[config.mk]
export PLATFORM = sky130hd
export DESIGN_NAME = battery_charge_hysteresis_control
export DESIGN_NICKNAME = d
export VERILOG_FILES = /design/src/sv/bchc_pkg.sv /design/src/sv/bchc_decide.sv /design/src/sv/battery_charge_hysteresis_control.sv
export SDC_FILE = /design/constraint.sdc
export NUM_CORES = 1
export LEC_CHECK = 0
export BUFFER_PORTS_ARGS = -buffer_cell sky130_fd_sc_hd__buf_2
export CORE_MARGIN = 5
export CORE_UTILIZATION = 41
export DETAILED_ROUTE_END_ITERATION = 8
export GPL_ROUTABILITY_DRIVEN = 0
export HOLD_SLACK_MARGIN = 0.03
export PLACE_DENSITY = 0.71
export SLEW_MARGIN = 20
export SYNTH_ARGS = -nofsm -noshare
export SYNTH_HDL_FRONTEND = slang
export SYNTH_SLANG_ARGS = --single-unit
[constraint.sdc]
create_clock -name clk -period 7.6 [get_ports clk]
set_input_delay 0.76 -clock clk [delete_from_list [all_inputs] [get_ports clk]]
set_output_delay 0.76 -clock clk [all_outputs]
set_load 0.03 [all_outputs]
[src/sv/bchc_pkg.sv]
// Package: types, constants and codes shared by the charge hysteresis controller.
`timescale 1ns / 1ps

package bchc_pkg;

  // Field widths
  localparam int unsigned MV_W       = 15;
  localparam int unsigned SOC_W      = 32;
  localparam int unsigned TEMP_W     = 16;
  localparam int unsigned STATUS_W   = 3;
  localparam int unsigned CFG_IDX_W  = 3;
  localparam int unsigned CFG_DATA_W = 13;
  // Signed width for the voltage-mode sums (15-bit target plus a band, with sign)
  localparam int unsigned VSUM_W     = 18;

  // Thresholds
  localparam logic [SOC_W-1:0]  SOC_SCALE        = 32'd10080;  // 280 * 36
  localparam logic [SOC_W-1:0]  SOC_BAND         = 32'd5038;   // 4999 * 28 * 36 / 1000
  localparam logic [TEMP_W-1:0] MIN_CHARGE_TEMP  = 16'sd1280;  // 5.0 in 8.8
  localparam logic [MV_W-1:0]   FULL_PACK_MV     = 15'd14000;
  localparam logic [MV_W-1:0]   EMPTY_PACK_MV    = 15'd10000;

  // Register indexes
  localparam logic [CFG_IDX_W-1:0] REG_TARGET_MODE      = 3'd0;
  localparam logic [CFG_IDX_W-1:0] REG_CHARGE_ENABLE    = 3'd1;
  localparam logic [CFG_IDX_W-1:0] REG_DISCHARGE_ENABLE = 3'd2;
  localparam logic [CFG_IDX_W-1:0] REG_TARGET_SOC       = 3'd3;
  localparam logic [CFG_IDX_W-1:0] REG_TARGET_CELL_MV   = 3'd4;
  localparam logic [CFG_IDX_W-1:0] REG_REBOUND_MV       = 3'd5;
  localparam logic [CFG_IDX_W-1:0] REG_INFLECTION_MV    = 3'd6;

  // Target modes
  localparam logic [1:0] MODE_OFF     = 2'd0;
  localparam logic [1:0] MODE_SOC     = 2'd1;
  localparam logic [1:0] MODE_VOLTAGE = 2'd2;

  // Status codes
  localparam logic [STATUS_W-1:0] STAT_NEUTRAL        = 3'd0;
  localparam logic [STATUS_W-1:0] STAT_CHARGING       = 3'd1;
  localparam logic [STATUS_W-1:0] STAT_CHARGE_HELD    = 3'd2;
  localparam logic [STATUS_W-1:0] STAT_DISCHARGING    = 3'd3;
  localparam logic [STATUS_W-1:0] STAT_DISCHARGE_HELD = 3'd4;

  // Reset values of the registers
  localparam logic [6:0]  RST_TARGET_SOC     = 7'd50;
  localparam logic [12:0] RST_TARGET_CELL_MV = 13'd3300;
  localparam logic [7:0]  RST_REBOUND_MV     = 8'sd10;
  localparam logic [6:0]  RST_INFLECTION_MV  = 7'd15;

  typedef enum logic [1:0] {
    ST_NEUTRAL   = 2'd0,
    ST_CHARGE    = 2'd1,
    ST_DISCHARGE = 2'd2
  } state_t;

  typedef struct packed {
    logic [1:0]        target_mode;
    logic              charge_enable;
    logic              discharge_enable;
    logic [6:0]        target_soc;
    logic [12:0]       target_cell_mv;
    logic signed [7:0] rebound_mv;
    logic [6:0]        inflection_mv;
  } cfg_regs_t;

  typedef struct packed {
    state_t              state;
    logic                allowed;
    logic                charge_on;
    logic                supply_cut;
    logic [STATUS_W-1:0] status_code;
  } step_t;

endpackage

[src/sv/bchc_decide.sv]
// Next-state, drive and status logic for one item of the hysteresis controller.
`timescale 1ns / 1ps

module bchc_decide (
  input  bchc_pkg::cfg_regs_t                  cfg,
  input  bchc_pkg::state_t                     state_cur,
  input  logic                                 allowed_cur,
  input  logic [bchc_pkg::MV_W-1:0]            battery_mv,
  input  logic [bchc_pkg::SOC_W-1:0]           soc_amp_seconds,
  input  logic signed [bchc_pkg::TEMP_W-1:0]   temperature,
  output bchc_pkg::step_t                      step
);

  logic [bchc_pkg::SOC_W-1:0]         soc_tgt;
  logic [bchc_pkg::SOC_W-1:0]         soc_cstart;
  logic [bchc_pkg::SOC_W-1:0]         soc_dstart;
  logic signed [bchc_pkg::VSUM_W-1:0] v_mv;
  logic signed [bchc_pkg::VSUM_W-1:0] v_tgt;
  logic signed [bchc_pkg::VSUM_W-1:0] v_entry;
  logic signed [bchc_pkg::VSUM_W-1:0] v_exit;
  bchc_pkg::state_t                   state_nxt;
  logic                               allowed_nxt;
  logic                               chg_ok;
  logic                               dis_ok;

  assign soc_tgt    = {25'd0, cfg.target_soc} * bchc_pkg::SOC_SCALE;
  assign soc_cstart = soc_tgt - bchc_pkg::SOC_BAND;  // wraps for a zero target
  assign soc_dstart = soc_tgt + bchc_pkg::SOC_BAND;

  assign v_mv    = $signed({3'd0, battery_mv});
  assign v_tgt   = $signed({3'd0, cfg.target_cell_mv, 2'b00});
  assign v_entry = $signed({9'd0, cfg.inflection_mv, 2'b00});
  assign v_exit  = $signed({{8{cfg.rebound_mv[7]}}, cfg.rebound_mv, 2'b00});

  assign chg_ok = ($signed(temperature) >= $signed(bchc_pkg::MIN_CHARGE_TEMP)) &&
                  (battery_mv < bchc_pkg::FULL_PACK_MV) && cfg.charge_enable;
  assign dis_ok = (battery_mv > bchc_pkg::EMPTY_PACK_MV) && cfg.discharge_enable;

  always_comb begin
    state_nxt = state_cur;
    if (battery_mv == '0) begin
      state_nxt = state_cur;  // invalid voltage: hold
    end else if (cfg.target_mode == bchc_pkg::MODE_SOC) begin
      unique case (state_cur)
        bchc_pkg::ST_NEUTRAL: begin
          // charge test last so it wins
          if (soc_amp_seconds >= soc_dstart) state_nxt = bchc_pkg::ST_DISCHARGE;
          if (soc_amp_seconds <= soc_cstart) state_nxt = bchc_pkg::ST_CHARGE;
        end
        bchc_pkg::ST_CHARGE: begin
          if (soc_amp_seconds >= soc_tgt) state_nxt = bchc_pkg::ST_NEUTRAL;
        end
        bchc_pkg::ST_DISCHARGE: begin
          if (soc_amp_seconds <= soc_tgt) state_nxt = bchc_pkg::ST_NEUTRAL;
        end
        default: state_nxt = state_cur;
      endcase
    end else if (cfg.target_mode == bchc_pkg::MODE_VOLTAGE) begin
      unique case (state_cur)
        bchc_pkg::ST_NEUTRAL: begin
          if (v_mv >= v_tgt + v_entry) state_nxt = bchc_pkg::ST_DISCHARGE;
          if (v_mv <= v_tgt - v_entry) state_nxt = bchc_pkg::ST_CHARGE;
        end
        bchc_pkg::ST_CHARGE: begin
          if (v_mv >= v_tgt + v_exit) state_nxt = bchc_pkg::ST_NEUTRAL;
        end
        bchc_pkg::ST_DISCHARGE: begin
          if (v_mv <= v_tgt - v_exit) state_nxt = bchc_pkg::ST_NEUTRAL;
        end
        default: state_nxt = state_cur;
      endcase
    end else begin
      state_nxt = bchc_pkg::ST_NEUTRAL;
    end
  end

  always_comb begin
    allowed_nxt     = allowed_cur;
    step.charge_on  = 1'b0;
    step.supply_cut = 1'b0;
    if (battery_mv != '0) begin
      if (state_nxt == bchc_pkg::ST_CHARGE) begin
        allowed_nxt    = chg_ok;
        step.charge_on = chg_ok;
      end else if (state_nxt == bchc_pkg::ST_DISCHARGE) begin
        allowed_nxt     = dis_ok;
        step.supply_cut = dis_ok;
      end
    end
    step.state   = state_nxt;
    step.allowed = allowed_nxt;
    unique case (state_nxt)
      bchc_pkg::ST_CHARGE:
        step.status_code = allowed_nxt ? bchc_pkg::STAT_CHARGING
                                       : bchc_pkg::STAT_CHARGE_HELD;
      bchc_pkg::ST_DISCHARGE:
        step.status_code = allowed_nxt ? bchc_pkg::STAT_DISCHARGING
                                       : bchc_pkg::STAT_DISCHARGE_HELD;
      default:
        step.status_code = bchc_pkg::STAT_NEUTRAL;
    endcase
  end

endmodule

[src/sv/battery_charge_hysteresis_control.sv]
// Top level: battery charge/discharge hysteresis controller with item handshakes.
// Path: an accepted item passes through the input register, then the result register;
//   a stalled result (out_ready low) holds the item in each.
// Throughput: one item per cycle while the result is not stalled; the state register
//   updates as an item moves from the input register into the result register.
// Reset (rst_n low, synchronous): both stages empty, state neutral, allowed flag
//   clear, registers at their reset values. cfg_ready is always high.
`timescale 1ns / 1ps

module battery_charge_hysteresis_control (
  input  logic                                 clk,
  input  logic                                 rst_n,
  input  logic                                 in_valid,
  output logic                                 in_ready,
  input  logic [bchc_pkg::MV_W-1:0]            in_battery_mv,
  input  logic [bchc_pkg::SOC_W-1:0]           in_soc_amp_seconds,
  input  logic signed [bchc_pkg::TEMP_W-1:0]   in_temperature,
  output logic                                 out_valid,
  input  logic                                 out_ready,
  output logic                                 out_charge_on,
  output logic                                 out_supply_cut,
  output logic [bchc_pkg::STATUS_W-1:0]        out_status_code,
  input  logic                                 cfg_valid,
  output logic                                 cfg_ready,
  input  logic [bchc_pkg::CFG_IDX_W-1:0]       cfg_index,
  input  logic [bchc_pkg::CFG_DATA_W-1:0]      cfg_data
);

  bchc_pkg::cfg_regs_t                 cfg_r;
  bchc_pkg::state_t                    state_r;
  logic                                allowed_r;
  logic                                s1_valid_r;
  logic [bchc_pkg::MV_W-1:0]           s1_mv_r;
  logic [bchc_pkg::SOC_W-1:0]          s1_soc_r;
  logic signed [bchc_pkg::TEMP_W-1:0]  s1_temp_r;
  logic                                out_valid_r;
  logic                                out_charge_on_r;
  logic                                out_supply_cut_r;
  logic [bchc_pkg::STATUS_W-1:0]       out_status_r;
  logic                                advance;
  bchc_pkg::step_t                     step;

  assign cfg_ready = 1'b1;
  assign advance   = s1_valid_r && (!out_valid_r || out_ready);
  assign in_ready  = !s1_valid_r || advance;

  always_ff @(posedge clk) begin
    if (!rst_n) begin
      cfg_r.target_mode      <= bchc_pkg::MODE_OFF;
      cfg_r.charge_enable    <= 1'b0;
      cfg_r.discharge_enable <= 1'b0;
      cfg_r.target_soc       <= bchc_pkg::RST_TARGET_SOC;
      cfg_r.target_cell_mv   <= bchc_pkg::RST_TARGET_CELL_MV;
      cfg_r.rebound_mv       <= bchc_pkg::RST_REBOUND_MV;
      cfg_r.inflection_mv    <= bchc_pkg::RST_INFLECTION_MV;
    end else if (cfg_valid) begin
      unique case (cfg_index)
        bchc_pkg::REG_TARGET_MODE:      cfg_r.target_mode      <= cfg_data[1:0];
        bchc_pkg::REG_CHARGE_ENABLE:    cfg_r.charge_enable    <= cfg_data[0];
        bchc_pkg::REG_DISCHARGE_ENABLE: cfg_r.discharge_enable <= cfg_data[0];
        bchc_pkg::REG_TARGET_SOC:       cfg_r.target_soc       <= cfg_data[6:0];
        bchc_pkg::REG_TARGET_CELL_MV:   cfg_r.target_cell_mv   <= cfg_data[12:0];
        bchc_pkg::REG_REBOUND_MV:       cfg_r.rebound_mv       <= cfg_data[7:0];
        bchc_pkg::REG_INFLECTION_MV:    cfg_r.inflection_mv    <= cfg_data[6:0];
        default: ;  // unused index: ignored
      endcase
    end
  end

  // Input register
  always_ff @(posedge clk) begin
    if (!rst_n) begin
      s1_valid_r <= 1'b0;
    end else if (in_ready) begin
      s1_valid_r <= in_valid;
    end
  end

  always_ff @(posedge clk) begin
    if (in_valid && in_ready) begin
      s1_mv_r   <= in_battery_mv;
      s1_soc_r  <= in_soc_amp_seconds;
      s1_temp_r <= in_temperature;
    end
  end

  bchc_decide u_decide (
    .cfg             (cfg_r),
    .state_cur       (state_r),
    .allowed_cur     (allowed_r),
    .battery_mv      (s1_mv_r),
    .soc_amp_seconds (s1_soc_r),
    .temperature     (s1_temp_r),
    .step            (step)
  );

  // Controller state, updated once per item
  always_ff @(posedge clk) begin
    if (!rst_n) begin
      state_r   <= bchc_pkg::ST_NEUTRAL;
      allowed_r <= 1'b0;
    end else if (advance) begin
      state_r   <= step.state;
      allowed_r <= step.allowed;
    end
  end

  // Result register
  always_ff @(posedge clk) begin
    if (!rst_n) begin
      out_valid_r <= 1'b0;
    end else if (advance) begin
      out_valid_r <= 1'b1;
    end else if (out_ready) begin
      out_valid_r <= 1'b0;
    end
  end

  always_ff @(posedge clk) begin
    if (advance) begin
      out_charge_on_r  <= step.charge_on;
      out_supply_cut_r <= step.supply_cut;
      out_status_r     <= step.status_code;
    end
  end

  assign out_valid       = out_valid_r;
  assign out_charge_on   = out_charge_on_r;
  assign out_supply_cut  = out_supply_cut_r;
  assign out_status_code = out_status_r;

endmodule

==> qor.tcl <==
set qor(grt_antenna_before_repair) 0
set qor(yosys-top-cells-count) {197 x ha_1, 102 x inv_1, 95 x nand2_1}
set qor(synth_async_sr_flop_share_pct) 0
set qor(post-route-drc-count) 0
set qor(std_cell_rows) 58
set qor(maxCapViolCount) 0
set qor(number_of_i_o_pins) 92
set qor(crit_type) {reg -> reg}
set qor(htreeDepth) 3
set qor(final.min_clock_period_ns) 7.52
set qor(start_util_pct) 41.4
set qor(synth_sequential_area_ratio_pct) 25.9
set qor(outcome) {finished clean}
set qor(clock-skew-final_ns) 0.00955
set qor(grt_pass1_vias) 9125
set qor(slew_worst_pin_ns) 0.964
set qor(tritoncts_clock_tree) {built}
set qor(final_area_mm2) 0.0125
set qor(place.detailed.hpwl_um) 20700
set qor(critPathCaptureType) {flip-flop}
set qor(cell_repeated_most_along_the_worst_path) {ha_4}
set qor(synth.avg_cell_area_um2) 8.91
set qor(grt_max_degree) 56
set qor(postRouteAntennaNets) 0
set qor(critical_path_s_slowest_cell) {fa_1}
set qor(netlist-cell-type-count) 72
set qor(postSynthNetCount) 1459
set qor(crit_fanout) 6
set qor(power_density_mw_per_mm2) 164
set qor(grt_util_all_layers_pct) 18.3
set qor(power.leakage_nw) 5.48
set qor(numCtsBuffers) 9
set qor(syn_inst) 1162
set qor(clock-root-buffer) {clkbuf_16}
set qor(final.fill_count) 2309
set qor(ys_seq_elements) 104
set qor(report.final.hold_viol_count) 0
set qor(setup.worst_path.start_class) {flip-flop}
set qor(dieArea_mm2) 0.0285
set qor(route.vias.total) 8929
set qor(insertion_delay_ns) 0.37
set qor(worstPathRequired_ns) 7.72
set qor(slew_violations) 0
set qor(grt_overflow) 0
set qor(yosys.area.top_type) {ha_1}
set qor(synth.area.top_cells) {ha_1 24%, edfxtp_1 17%, dfxtp_1 8.5%}
set qor(synth.yosys.warnings) 0
set qor(post_route_cells_drive_above_1_share_pct) 20.8
set qor(fin_ws_ns) 0.0805
set qor(final.setup.tns_ns) 0
set qor(final-setup-viol-count) 0
set qor(fmax_mhz) 133
set qor(placed_cell_area_mm2) 0.0116
set qor(wl_per_cell_um) 16.2
set qor(synth_top_cell_area_share_pct) 23.8
set qor(cts.clk_slew.worst_paths_ns) 0.08
set qor(synth_top_flop_cell) {edfxtp_1}
set qor(finalWirelength_um) 26600
set qor(areaGrowthSynthToFinish_pct) 20.7
set qor(dr.pass1.iters) 5
set qor(synth_enable_flop_cells) 60
set qor(cts.path.max_buffers) 2
set qor(clock_net_sink_count) 104
set qor(hold_path_class) {reg -> reg}
set qor(post-synth-top-count-cell) {ha_1}
set qor(finalCritPeriodShare_pct) 98.9
set qor(netlist_area_mm2) 0.0104
set qor(holdBufCountCts) 0
set qor(placement.io_buffers) 82
set qor(post-layout-total-power_mw) 2.05
set qor(rsz0062_at_grt) {yes}
set qor(core_region_area_mm2) 0.0250
set qor(finish.net_count) 1607
set qor(diodes) 0
set qor(slew-limit-headroom_pct) 35.7
set qor(die_w_um) 169
set qor(crit_path_max_incr_delay_ns) 0.54
set qor(chipHeight_um) 169
set qor(worst_ep_arrival_time_ns) 7.64
set qor(pre_cts_slack_ns) -0.225
set qor(wire_length_of_the_first_global_routing_pass_um) 43000
set qor(power.ir.vdd_worst_mv) 0.154
set qor(initialDrtViolationCount) 471
set qor(post_drt_via_cell_ratio) 5.43
area by class of cell:
cell class                      count  area [um^2]  area share [%]
Clock inverter                      6         57.6           0.460
Clock buffer                       10          239            1.91
Sequential cell                   104         2700            21.6
Inverter                          102          383            3.06
Timing Repair Buffer              165         1050            8.43
Tap cell                          330          413            3.30
Multi-Input combinational cell    928         7660            61.3
power breakdown:
part           total, mW  switching (mW)  internal, mW  leakage, nW
clock network      0.485           0.244         0.240        0.147
logic              0.912           0.481         0.431         4.39
registers          0.655          0.0328         0.622        0.942
total               2.05           0.758          1.29         5.48
layer usage:
metal	vias to the layer above	wire length, um	track usage (%)
met3	45	1020	2.48
met5	-	0	0
li1	4489	-	-
met1	4220	11200	21.6
met4	0	718	5.65
met2	175	13700	34.2
registers in the layout, indices dropped and copies added (netlist names):
signal / cells
s1_mv_r: 15
out_supply_cut: 1
state_r: 2
s1_temp_r: 8
cfg_r: 39
allowed_r: 1
s1_valid_r: 1
out_charge_on: 1
s1_soc_r: 32
out_status_code: 3
out_valid: 1
final timing paths:
check | from | end | slack (ns) | depth (start not counted)
worst max-delay path | cfg_r[30] | out_status_code[1] | 0.08 | 33
worst min-delay path | cfg_r[13] | cfg_r[13] | 0.48 | 2
worst min register to register | cfg_r[13] | cfg_r[13] | 0.48 | 2
worst max register to register | cfg_r[30] | out_status_code[1] | 0.08 | 33
through the flow:
stage	cells	hold slack, ns	utilization, %
global route	1645	0.503	49.9
floorplan	1162	0.451	-
finish	1645	0.483	49.9
detailed placement	1610	0.473	46.2
CTS	1635	0.485	48.4
global placement	1610	0.469	46.2
repair_timing:
item / in CTS / in global routing
gates resized for setup: 31 / 57
setup endpoints to repair: 5 / 6
pin swaps: 16 / 46
buffers inserted: 8 / 10
gates cloned: 1 / 0
worst max-delay path: cells and delay by family (launching register included):
| kind | cells | cell delay [ns] |
|---|---|---|
| and+or+nand+nor | 7 | 1.42 |
| DFF | 1 | 0.37 |
| adders and majority gates | 7 | 2.15 |
| buffers and inverters | 5 | 0.55 |
| AOI/OAI and AO/OA | 14 | 2.78 |
placed cells by master, fill, tap and decap left out, types with 18 or more instances in the layout:
master    count
nand4_1      18
ha_4         19
a21o_1       27
dfxtp_1      38
nand2_1      94
a21oi_1      80
edfxtp_1     60
xor2_1       25
buf_4        80
nor2_1       72
nand3_1      29
xnor2_1      52
ha_1        173
buf_2        82
o21ai_0      40
nand2b_1     25
inv_1        95
logic make-up (layout without fill, tap and decap cells):
| logic type | count (synthesis) | after routing | share of synthesized area [%] |
|---|---|---|---|
| compound gates | 266 | 266 | 16.8 |
| xor+xnor | 80 | 80 | 6.90 |
| fa+ha+maj | 214 | 214 | 27.0 |
| buf+inv | 131 | 283 | 4.82 |
| flops | 104 | 104 | 25.9 |
| mux | 12 | 12 | 1.16 |
| other cells | 1 | 1 | 0.0362 |
| simple gates | 354 | 355 | 17.4 |
Note: power is estimated with default switching activity, not from simulation.
